===== src/rtl/yafp_pkg.sv =====
`default_nettype none

package yafp_pkg;

   // Fractional bits of the fixed-point coefficients.
   localparam int COEF_FRAC_BITS = 16;

   // Coefficient magnitudes stay below 4.0, so two integer bits and a sign bit suffice.
   localparam int COEF_W = COEF_FRAC_BITS + 3;
   // Signed 9-bit sample times a signed coefficient.
   localparam int PROD_W = COEF_W + 9;
   // Width of every accumulated sum in both conversion directions.
   localparam int SUM_W  = COEF_FRAC_BITS + 14;

   localparam longint ROUND_HALF = 64'sd500000;
   localparam longint MILLION    = 64'sd1000000;

   // Six-decimal coefficients rounded half up to fixed point.
   localparam longint FIX_KY  = ((longint'(1164383) << COEF_FRAC_BITS) + ROUND_HALF) / MILLION;
   localparam longint FIX_RV  = ((longint'(1596027) << COEF_FRAC_BITS) + ROUND_HALF) / MILLION;
   localparam longint FIX_GU  = ((longint'(391762) << COEF_FRAC_BITS) + ROUND_HALF) / MILLION;
   localparam longint FIX_GV  = ((longint'(812968) << COEF_FRAC_BITS) + ROUND_HALF) / MILLION;
   localparam longint FIX_BU  = ((longint'(2017232) << COEF_FRAC_BITS) + ROUND_HALF) / MILLION;
   localparam longint FIX_YR  = ((longint'(256788) << COEF_FRAC_BITS) + ROUND_HALF) / MILLION;
   localparam longint FIX_YG  = ((longint'(504129) << COEF_FRAC_BITS) + ROUND_HALF) / MILLION;
   localparam longint FIX_YB  = ((longint'(97906) << COEF_FRAC_BITS) + ROUND_HALF) / MILLION;
   localparam longint FIX_UR  = ((longint'(148223) << COEF_FRAC_BITS) + ROUND_HALF) / MILLION;
   localparam longint FIX_UG  = ((longint'(290993) << COEF_FRAC_BITS) + ROUND_HALF) / MILLION;
   localparam longint FIX_UVB = ((longint'(439216) << COEF_FRAC_BITS) + ROUND_HALF) / MILLION;
   localparam longint FIX_VG  = ((longint'(367788) << COEF_FRAC_BITS) + ROUND_HALF) / MILLION;
   localparam longint FIX_VB  = ((longint'(71427) << COEF_FRAC_BITS) + ROUND_HALF) / MILLION;

   localparam logic signed [COEF_W-1:0] K_Y   = COEF_W'(FIX_KY);
   localparam logic signed [COEF_W-1:0] K_RV  = COEF_W'(FIX_RV);
   localparam logic signed [COEF_W-1:0] K_GU  = COEF_W'(FIX_GU);
   localparam logic signed [COEF_W-1:0] K_GV  = COEF_W'(FIX_GV);
   localparam logic signed [COEF_W-1:0] K_BU  = COEF_W'(FIX_BU);
   localparam logic signed [COEF_W-1:0] K_YR  = COEF_W'(FIX_YR);
   localparam logic signed [COEF_W-1:0] K_YG  = COEF_W'(FIX_YG);
   localparam logic signed [COEF_W-1:0] K_YB  = COEF_W'(FIX_YB);
   localparam logic signed [COEF_W-1:0] K_UR  = COEF_W'(FIX_UR);
   localparam logic signed [COEF_W-1:0] K_UG  = COEF_W'(FIX_UG);
   localparam logic signed [COEF_W-1:0] K_UVB = COEF_W'(FIX_UVB);
   localparam logic signed [COEF_W-1:0] K_VG  = COEF_W'(FIX_VG);
   localparam logic signed [COEF_W-1:0] K_VB  = COEF_W'(FIX_VB);

   localparam logic signed [SUM_W-1:0] LUMA_OFFSET   = SUM_W'(longint'(16) << COEF_FRAC_BITS);
   localparam logic signed [SUM_W-1:0] CHROMA_OFFSET = SUM_W'(longint'(128) << COEF_FRAC_BITS);

   localparam logic [7:0] ALPHA_RESET = 8'd128;

   typedef struct packed {
      logic [7:0] y_in;
      logic [7:0] u_in;
      logic [7:0] v_in;
   } yafp_req_type;

   typedef struct packed {
      logic [7:0] y_out;
      logic [7:0] u_out;
      logic [7:0] v_out;
   } yafp_rsp_type;

   typedef struct packed {
      logic [7:0] r;
      logic [7:0] g;
      logic [7:0] b;
   } yafp_rgb_type;

   // Truncate a fixed-point sum toward zero and saturate to 0..255.
   function automatic logic [7:0] to_byte(input logic signed [SUM_W-1:0] s);
      logic [7:0] v;
      if (s[SUM_W-1]) begin
         v = 8'd0;
      end else if (|s[SUM_W-2:COEF_FRAC_BITS+8]) begin
         v = 8'hFF;
      end else begin
         v = s[COEF_FRAC_BITS+7:COEF_FRAC_BITS];
      end
      return v;
   endfunction

endpackage

`default_nettype wire


===== src/rtl/yafp_to_rgb.sv =====
`default_nettype none

module yafp_to_rgb (
   input  wire logic                  clock,
   input  wire logic                  reset,
   input  wire logic                  valid_i,
   input  wire yafp_pkg::yafp_req_type pix_i,
   output logic                       valid_o,
   output yafp_pkg::yafp_rgb_type     rgb_o
);
   import yafp_pkg::*;

   logic                     valid1_ff, valid1_in;
   logic signed [PROD_W-1:0] ky_ff, rv_ff, gu_ff, gv_ff, bu_ff;
   logic signed [PROD_W-1:0] ky_in, rv_in, gu_in, gv_in, bu_in;
   logic signed [8:0]        y_off, u_off, v_off;

   logic                     valid2_ff, valid2_in;
   yafp_rgb_type             rgb_ff, rgb_in;
   logic signed [SUM_W-1:0]  r_sum, g_sum, b_sum;

   // Stage 1: remove the offsets and form the five products.
   always_comb begin
      y_off = $signed({1'b0, pix_i.y_in}) - 9'sd16;
      u_off = $signed({1'b0, pix_i.u_in}) - 9'sd128;
      v_off = $signed({1'b0, pix_i.v_in}) - 9'sd128;
      valid1_in = valid_i;
      ky_in = PROD_W'(K_Y) * PROD_W'(y_off);
      rv_in = PROD_W'(K_RV) * PROD_W'(v_off);
      gu_in = PROD_W'(K_GU) * PROD_W'(u_off);
      gv_in = PROD_W'(K_GV) * PROD_W'(v_off);
      bu_in = PROD_W'(K_BU) * PROD_W'(u_off);
   end

   // Stage 2: sum per channel and saturate to a byte.
   always_comb begin
      r_sum = SUM_W'(ky_ff) + SUM_W'(rv_ff);
      g_sum = SUM_W'(ky_ff) - SUM_W'(gu_ff) - SUM_W'(gv_ff);
      b_sum = SUM_W'(ky_ff) + SUM_W'(bu_ff);
      valid2_in = valid1_ff;
      rgb_in.r = to_byte(r_sum);
      rgb_in.g = to_byte(g_sum);
      rgb_in.b = to_byte(b_sum);
   end

   always_ff @(posedge clock) begin
      if (reset) begin
         valid1_ff <= 1'b0;
         valid2_ff <= 1'b0;
      end else begin
         valid1_ff <= valid1_in;
         valid2_ff <= valid2_in;
      end
      ky_ff  <= ky_in;
      rv_ff  <= rv_in;
      gu_ff  <= gu_in;
      gv_ff  <= gv_in;
      bu_ff  <= bu_in;
      rgb_ff <= rgb_in;
   end

   assign valid_o = valid2_ff;
   assign rgb_o   = rgb_ff;

endmodule

`default_nettype wire


===== src/rtl/yafp_fade.sv =====
`default_nettype none

module yafp_fade (
   input  wire logic                  clock,
   input  wire logic                  reset,
   input  wire logic [7:0]            alpha,
   input  wire logic                  valid_i,
   input  wire yafp_pkg::yafp_rgb_type rgb_i,
   output logic                       valid_o,
   output yafp_pkg::yafp_rgb_type     rgb_o
);
   import yafp_pkg::*;

   logic         valid_ff, valid_in;
   yafp_rgb_type rgb_ff, rgb_in;
   logic [15:0]  r_prod, g_prod, b_prod;

   // Each channel scales by alpha/256; the low byte of the product is dropped.
   always_comb begin
      r_prod   = 16'(rgb_i.r) * 16'(alpha);
      g_prod   = 16'(rgb_i.g) * 16'(alpha);
      b_prod   = 16'(rgb_i.b) * 16'(alpha);
      valid_in = valid_i;
      rgb_in.r = r_prod[15:8];
      rgb_in.g = g_prod[15:8];
      rgb_in.b = b_prod[15:8];
   end

   always_ff @(posedge clock) begin
      if (reset) begin
         valid_ff <= 1'b0;
      end else begin
         valid_ff <= valid_in;
      end
      rgb_ff <= rgb_in;
   end

   assign valid_o = valid_ff;
   assign rgb_o   = rgb_ff;

endmodule

`default_nettype wire


===== src/rtl/yafp_to_yuv.sv =====
`default_nettype none

module yafp_to_yuv (
   input  wire logic                  clock,
   input  wire logic                  reset,
   input  wire logic                  valid_i,
   input  wire yafp_pkg::yafp_rgb_type rgb_i,
   output logic                       valid_o,
   output yafp_pkg::yafp_rsp_type     pix_o
);
   import yafp_pkg::*;

   logic                    valid1_ff, valid1_in;
   logic signed [SUM_W-1:0] yr_ff, yg_ff, yb_ff, ur_ff, ug_ff, ub_ff, vr_ff, vg_ff, vb_ff;
   logic signed [SUM_W-1:0] yr_in, yg_in, yb_in, ur_in, ug_in, ub_in, vr_in, vg_in, vb_in;
   logic signed [SUM_W-1:0] r_ext, g_ext, b_ext;

   logic                    valid2_ff, valid2_in;
   yafp_rsp_type            pix_ff, pix_in;
   logic signed [SUM_W-1:0] y_sum, u_sum, v_sum;

   // Stage 1: nine products of the faded channels.
   always_comb begin
      r_ext = SUM_W'($signed({1'b0, rgb_i.r}));
      g_ext = SUM_W'($signed({1'b0, rgb_i.g}));
      b_ext = SUM_W'($signed({1'b0, rgb_i.b}));
      valid1_in = valid_i;
      yr_in = SUM_W'(K_YR) * r_ext;
      yg_in = SUM_W'(K_YG) * g_ext;
      yb_in = SUM_W'(K_YB) * b_ext;
      ur_in = SUM_W'(K_UR) * r_ext;
      ug_in = SUM_W'(K_UG) * g_ext;
      ub_in = SUM_W'(K_UVB) * b_ext;
      vr_in = SUM_W'(K_UVB) * r_ext;
      vg_in = SUM_W'(K_VG) * g_ext;
      vb_in = SUM_W'(K_VB) * b_ext;
   end

   // Stage 2: add the offsets, then truncate and saturate.
   always_comb begin
      y_sum = yr_ff + yg_ff + yb_ff + LUMA_OFFSET;
      u_sum = ub_ff - ur_ff - ug_ff + CHROMA_OFFSET;
      v_sum = vr_ff - vg_ff - vb_ff + CHROMA_OFFSET;
      valid2_in = valid1_ff;
      pix_in.y_out = to_byte(y_sum);
      pix_in.u_out = to_byte(u_sum);
      pix_in.v_out = to_byte(v_sum);
   end

   always_ff @(posedge clock) begin
      if (reset) begin
         valid1_ff <= 1'b0;
         valid2_ff <= 1'b0;
      end else begin
         valid1_ff <= valid1_in;
         valid2_ff <= valid2_in;
      end
      yr_ff  <= yr_in;
      yg_ff  <= yg_in;
      yb_ff  <= yb_in;
      ur_ff  <= ur_in;
      ug_ff  <= ug_in;
      ub_ff  <= ub_in;
      vr_ff  <= vr_in;
      vg_ff  <= vg_in;
      vb_ff  <= vb_in;
      pix_ff <= pix_in;
   end

   assign valid_o = valid2_ff;
   assign pix_o   = pix_ff;

endmodule

`default_nettype wire


===== src/rtl/yuv_alpha_fade_pixel.sv =====
// A pixel transferred at one clock edge has its result on rsp_data, with rsp_valid high
// for one cycle, after it has passed two stages YUV to RGB, one fade stage and two
// stages RGB to YUV. Throughput: one pixel per clock cycle outside reset, fully pipelined.
// busy is high only while reset is held. The receiver cannot stall the pipeline.
// Reset is synchronous and active high: it empties the pipeline and sets alpha to 128.
`default_nettype none

module yuv_alpha_fade_pixel (
   input  wire logic                   clock,
   input  wire logic                   reset,
   input  wire logic                   start,
   output logic                        busy,
   input  wire yafp_pkg::yafp_req_type  req_data,
   output logic                        rsp_valid,
   output yafp_pkg::yafp_rsp_type      rsp_data,
   input  wire logic                   csr_we,
   input  wire logic [7:0]             csr_wdata
);
   import yafp_pkg::*;

   logic [7:0]   alpha_ff, alpha_in;
   logic         accept;
   logic         rgb_valid, fade_valid;
   yafp_rgb_type rgb, fade_rgb;

   assign busy   = reset;
   assign accept = start & ~busy;

   always_comb begin
      alpha_in = alpha_ff;
      if (csr_we) begin
         alpha_in = csr_wdata;
      end
   end

   always_ff @(posedge clock) begin
      if (reset) begin
         alpha_ff <= ALPHA_RESET;
      end else begin
         alpha_ff <= alpha_in;
      end
   end

   yafp_to_rgb u_to_rgb (
      .clock   (clock),
      .reset   (reset),
      .valid_i (accept),
      .pix_i   (req_data),
      .valid_o (rgb_valid),
      .rgb_o   (rgb)
   );

   yafp_fade u_fade (
      .clock   (clock),
      .reset   (reset),
      .alpha   (alpha_ff),
      .valid_i (rgb_valid),
      .rgb_i   (rgb),
      .valid_o (fade_valid),
      .rgb_o   (fade_rgb)
   );

   yafp_to_yuv u_to_yuv (
      .clock   (clock),
      .reset   (reset),
      .valid_i (fade_valid),
      .rgb_i   (fade_rgb),
      .valid_o (rsp_valid),
      .pix_o   (rsp_data)
   );

endmodule

`default_nettype wire


===== config.mk =====
export PLATFORM = sky130hd
export DESIGN_NAME = yuv_alpha_fade_pixel
export DESIGN_NICKNAME = d
export VERILOG_FILES = /design/src/rtl/yafp_pkg.sv /design/src/rtl/yafp_to_rgb.sv /design/src/rtl/yafp_fade.sv /design/src/rtl/yafp_to_yuv.sv /design/src/rtl/yuv_alpha_fade_pixel.sv
export SDC_FILE = /design/constraint.sdc
export NUM_CORES = 2
export LEC_CHECK = 0
export ABC_AREA = 0
export BUFFER_PORTS_ARGS = -buffer_cell sky130_fd_sc_hd__buf_2
export CELL_PAD_IN_SITES_DETAIL_PLACEMENT = 1
export CELL_PAD_IN_SITES_GLOBAL_PLACEMENT = 2
export CORE_MARGIN = 2
export CORE_UTILIZATION = 45
export DETAILED_ROUTE_END_ITERATION = 10
export MAX_ROUTING_LAYER = met4
export PLACE_DENSITY_LB_ADDON = 0.1
export REMOVE_ABC_BUFFERS = 1
export SYNTH_ARGS = -nofsm -noshare
export SYNTH_HDL_FRONTEND = slang
export SYNTH_SLANG_ARGS = --single-unit

===== constraint.sdc =====
create_clock -name clock -period 9.3 [get_ports clock]
set_input_delay 0.93 -clock clock [delete_from_list [all_inputs] [get_ports clock]]
set_output_delay 0.93 -clock clock [all_outputs]
set_load 0.02 [all_outputs]

==> metrics.yaml <==
global_routing:
  antenna_found_initial: 0
  grt_pass1_wl_um: 179000
  gr-total-overflow: 0
  grt_pass1_vias: 32952
  grt_max_degree: 26
  grt_usage_pct: 23.9
synthesis:
  synthFlopType: "dfxtp_1"
  yosysSeqAreaShare_pct: 18.3
  synth.avg_cell_area_um2: 9.68
  postSynthCellCount: 4436
  synth.distinct_cells: 73
  synth_area_leaders: "ha_1, fa_1, dfxtp_1"
  synth.top_cell.area_share_pct: 29.1
  ys_async_sr_fraction_pct: 0
  ys_warn_count: 0
  yosysTopAreaCell: "ha_1"
  synth_edf_count: 0
  netlist_top_cells_count: "ha_1, inv_1, fa_1"
  yosysMostFrequentCell: "ha_1"
  netlist_area_um2: 42900
  ys_seq_elements: 392
drt:
  antenna_left: 0
  drcViolationCount: 0
  viasPerCell: 5.20
  num_vias: 30345
  drt-initial-drc-count: 909
  first_pass_iters: 5
  wl_um: 111000
  wl_per_cell_um: 19.0
clocking:
  cts.clk_slew.worst_paths_ns: 0.06
  cts_root_buf: "clkbuf_16"
  clock_path_buffers: 3
  hold_buffers: 0
  cts_sinks: 392
  postCtsSetupBuffers: 0
  htreeDepth: 2
  numCtsBuffers: 51
  clk_latency_ns: 0.63
  post_cts_resized: 0
  cts_tree: "done"
outcome:
  status: "finished, final reports clean"
cells_and_area:
  area.sequential_um2: 7850
  multi_input_area_um2: 31900
  nets: 5987
  fillers: 10752
  drive_gt1_share_pct: 4.16
  syn2layout_area_growth_pct: 8.29
  antennaDiodeCount: 0
worst_setup_path:
  critPathCaptureType: "flop"
  crit_path_frequent_cell: "inv_1"
  crit_type: "in -> reg"
  cp_slowest_cell: "inv_1"
  slowest_delay_ns: 0.69
  worstPathArrival_ns: 6.40
  crit_chain: "buf_2 -> inv_1 -> ha_1 -> inv_1 -> ha_1 -> fa_1 -> inv_1 -> fa_1 -> fa_1 -> inv_1 -> ha_1 -> a211oi_1 -> o21ai_1 -> a311oi_2 -> o211ai_1 -> a211oi_1 -> o21bai_1 -> a21o_1 -> a21oi_1 -> xnor2_1"
  crit_path_start_kind: "input port"
  critPathMaxFanout: 20
  required_ns: 9.77
timing:
  finalMaxSlewViolations: 0
  rsz0062_at_grt: "no"
  slew_headroom_pct: 35.1
  post-route-period-util_pct: 63.8
  hold_violations: 0
  setup_viol: 0
  min_period_ns: 5.93
  setup_tns_ns: 0
  tightest_slew_ns: 0.972
  finalClockSkew_ns: 0.0202
  max_freq_ghz: 0.169
  holdWs_ns: 0.446
floorplanning:
  start_util_pct: 45.3
  pin_count: 62
  core-area_um2: 94700
  fp.dieArea_um2: 97900
  dieWidth_um: 313
  die_h_um: 313
  rows: 113
min_path:
  hp-class: "reg -> reg"
placement:
  place_congestion: 0.864
  hpwl_um: 94600
  io_buffer_count: 61
job:
  max_cap_viol_count: 0
## through the flow
step           utilization [%]  std cells  cell area, um^2  setup slack [ns]
3_3_place_gp              47.3       5740            44800              2.88
3_5_place_dp              47.3       5740            44800              2.74
4_1_cts                   49.1       5831            46500              3.42
6_report                  49.1       5831            46500              3.37
2_1_floorplan                -       4398            42800              3.67
5_1_grt                   49.1       5831            46500              3.02
## critical path, delay by kind of cell
family,cells,cell delay (ns)
adders and majority gates,6,2.30
AOI/OAI and AO/OA,8,1.96
buffers and inverters,5,1.11
xor gates and xnor gates,1,0.08
## registers in the layout, summed over array words and instances (netlist names), 17 cells and up
name	flops
u_to_rgb.rv_ff	27
u_to_yuv.vb_ff	18
u_to_yuv.ug_ff	19
u_to_rgb.rgb_o	24
u_to_yuv.yr_ff	23
u_to_yuv.yg_ff	24
u_to_rgb.gv_ff	25
u_to_yuv.vr_ff	18
u_to_yuv.ub_ff	18
u_to_rgb.bu_ff	27
u_to_yuv.ur_ff	19
u_to_yuv.yb_ff	17
u_to_rgb.ky_ff	27
u_fade.rgb_o	24
u_to_yuv.pix_o	24
u_to_rgb.gu_ff	25
u_to_yuv.vg_ff	20
## metal layers
layer,GRT usage (%),wire length (um),vias up
li1,-,-,14952
met1,28.4,47900,15006
met2,43.3,57600,259
met3,2.18,2290,128
met4,5.95,2720,0
met5,-,0,-
## final timing paths
path	from	to	slack (ns)	cells after the start
setup / recovery	req_data[7]	u_to_rgb.gv_ff[25]	3.37	20
hold / removal	u_fade.valid_o	u_to_yuv.valid1_ff	0.45	1
setup reg to reg	u_fade.rgb_o[13]	u_to_yuv.ug_ff[21]	3.65	16
hold reg to reg	u_fade.valid_o	u_to_yuv.valid1_ff	0.45	1
## layout make-up
cell class	count	share of cell area, %
multi-input cells	3184	68.5
flip-flops and latches	392	16.9
inverters	822	6.64
well taps	1265	3.40
clock buffers	65	3.10
repair buffers	77	0.915
clock inverters	26	0.570
## cell families (layout without fill, tap and decap cells)
family	Yosys count	after routing	synth area share [%]
AO/OA/AOI/OAI	680	680	10.4
AND/OR/NAND/NOR	808	808	9.31
XOR/XNOR	258	258	5.26
multiplexers	15	15	0.353
adder cells (fa/ha/maj)	1423	1423	48.9
flip-flops	392	392	18.3
buffers and inverters	860	990	7.54
## cells in the final DEF (no fill, tap or decap), types with 38 or more instances in the layout
master and count:
nand2_1 192, xor2_1 70, and2_1 115, nor2_1 182, fa_1 424, ha_1 999, xnor2_1 188, buf_2 61
a21oi_1 199, nor2b_1 38, nor3_1 68, dfxtp_1 392, o21a_1 47, o21ai_1 51, inv_1 822, clkbuf_16 52
o21ai_0 65, a21o_1 96, nand3_1 59
Power is left out: the tool's default activity adds up to more than one toggle a clock period on the data nets, which glitch-free logic cannot reach.
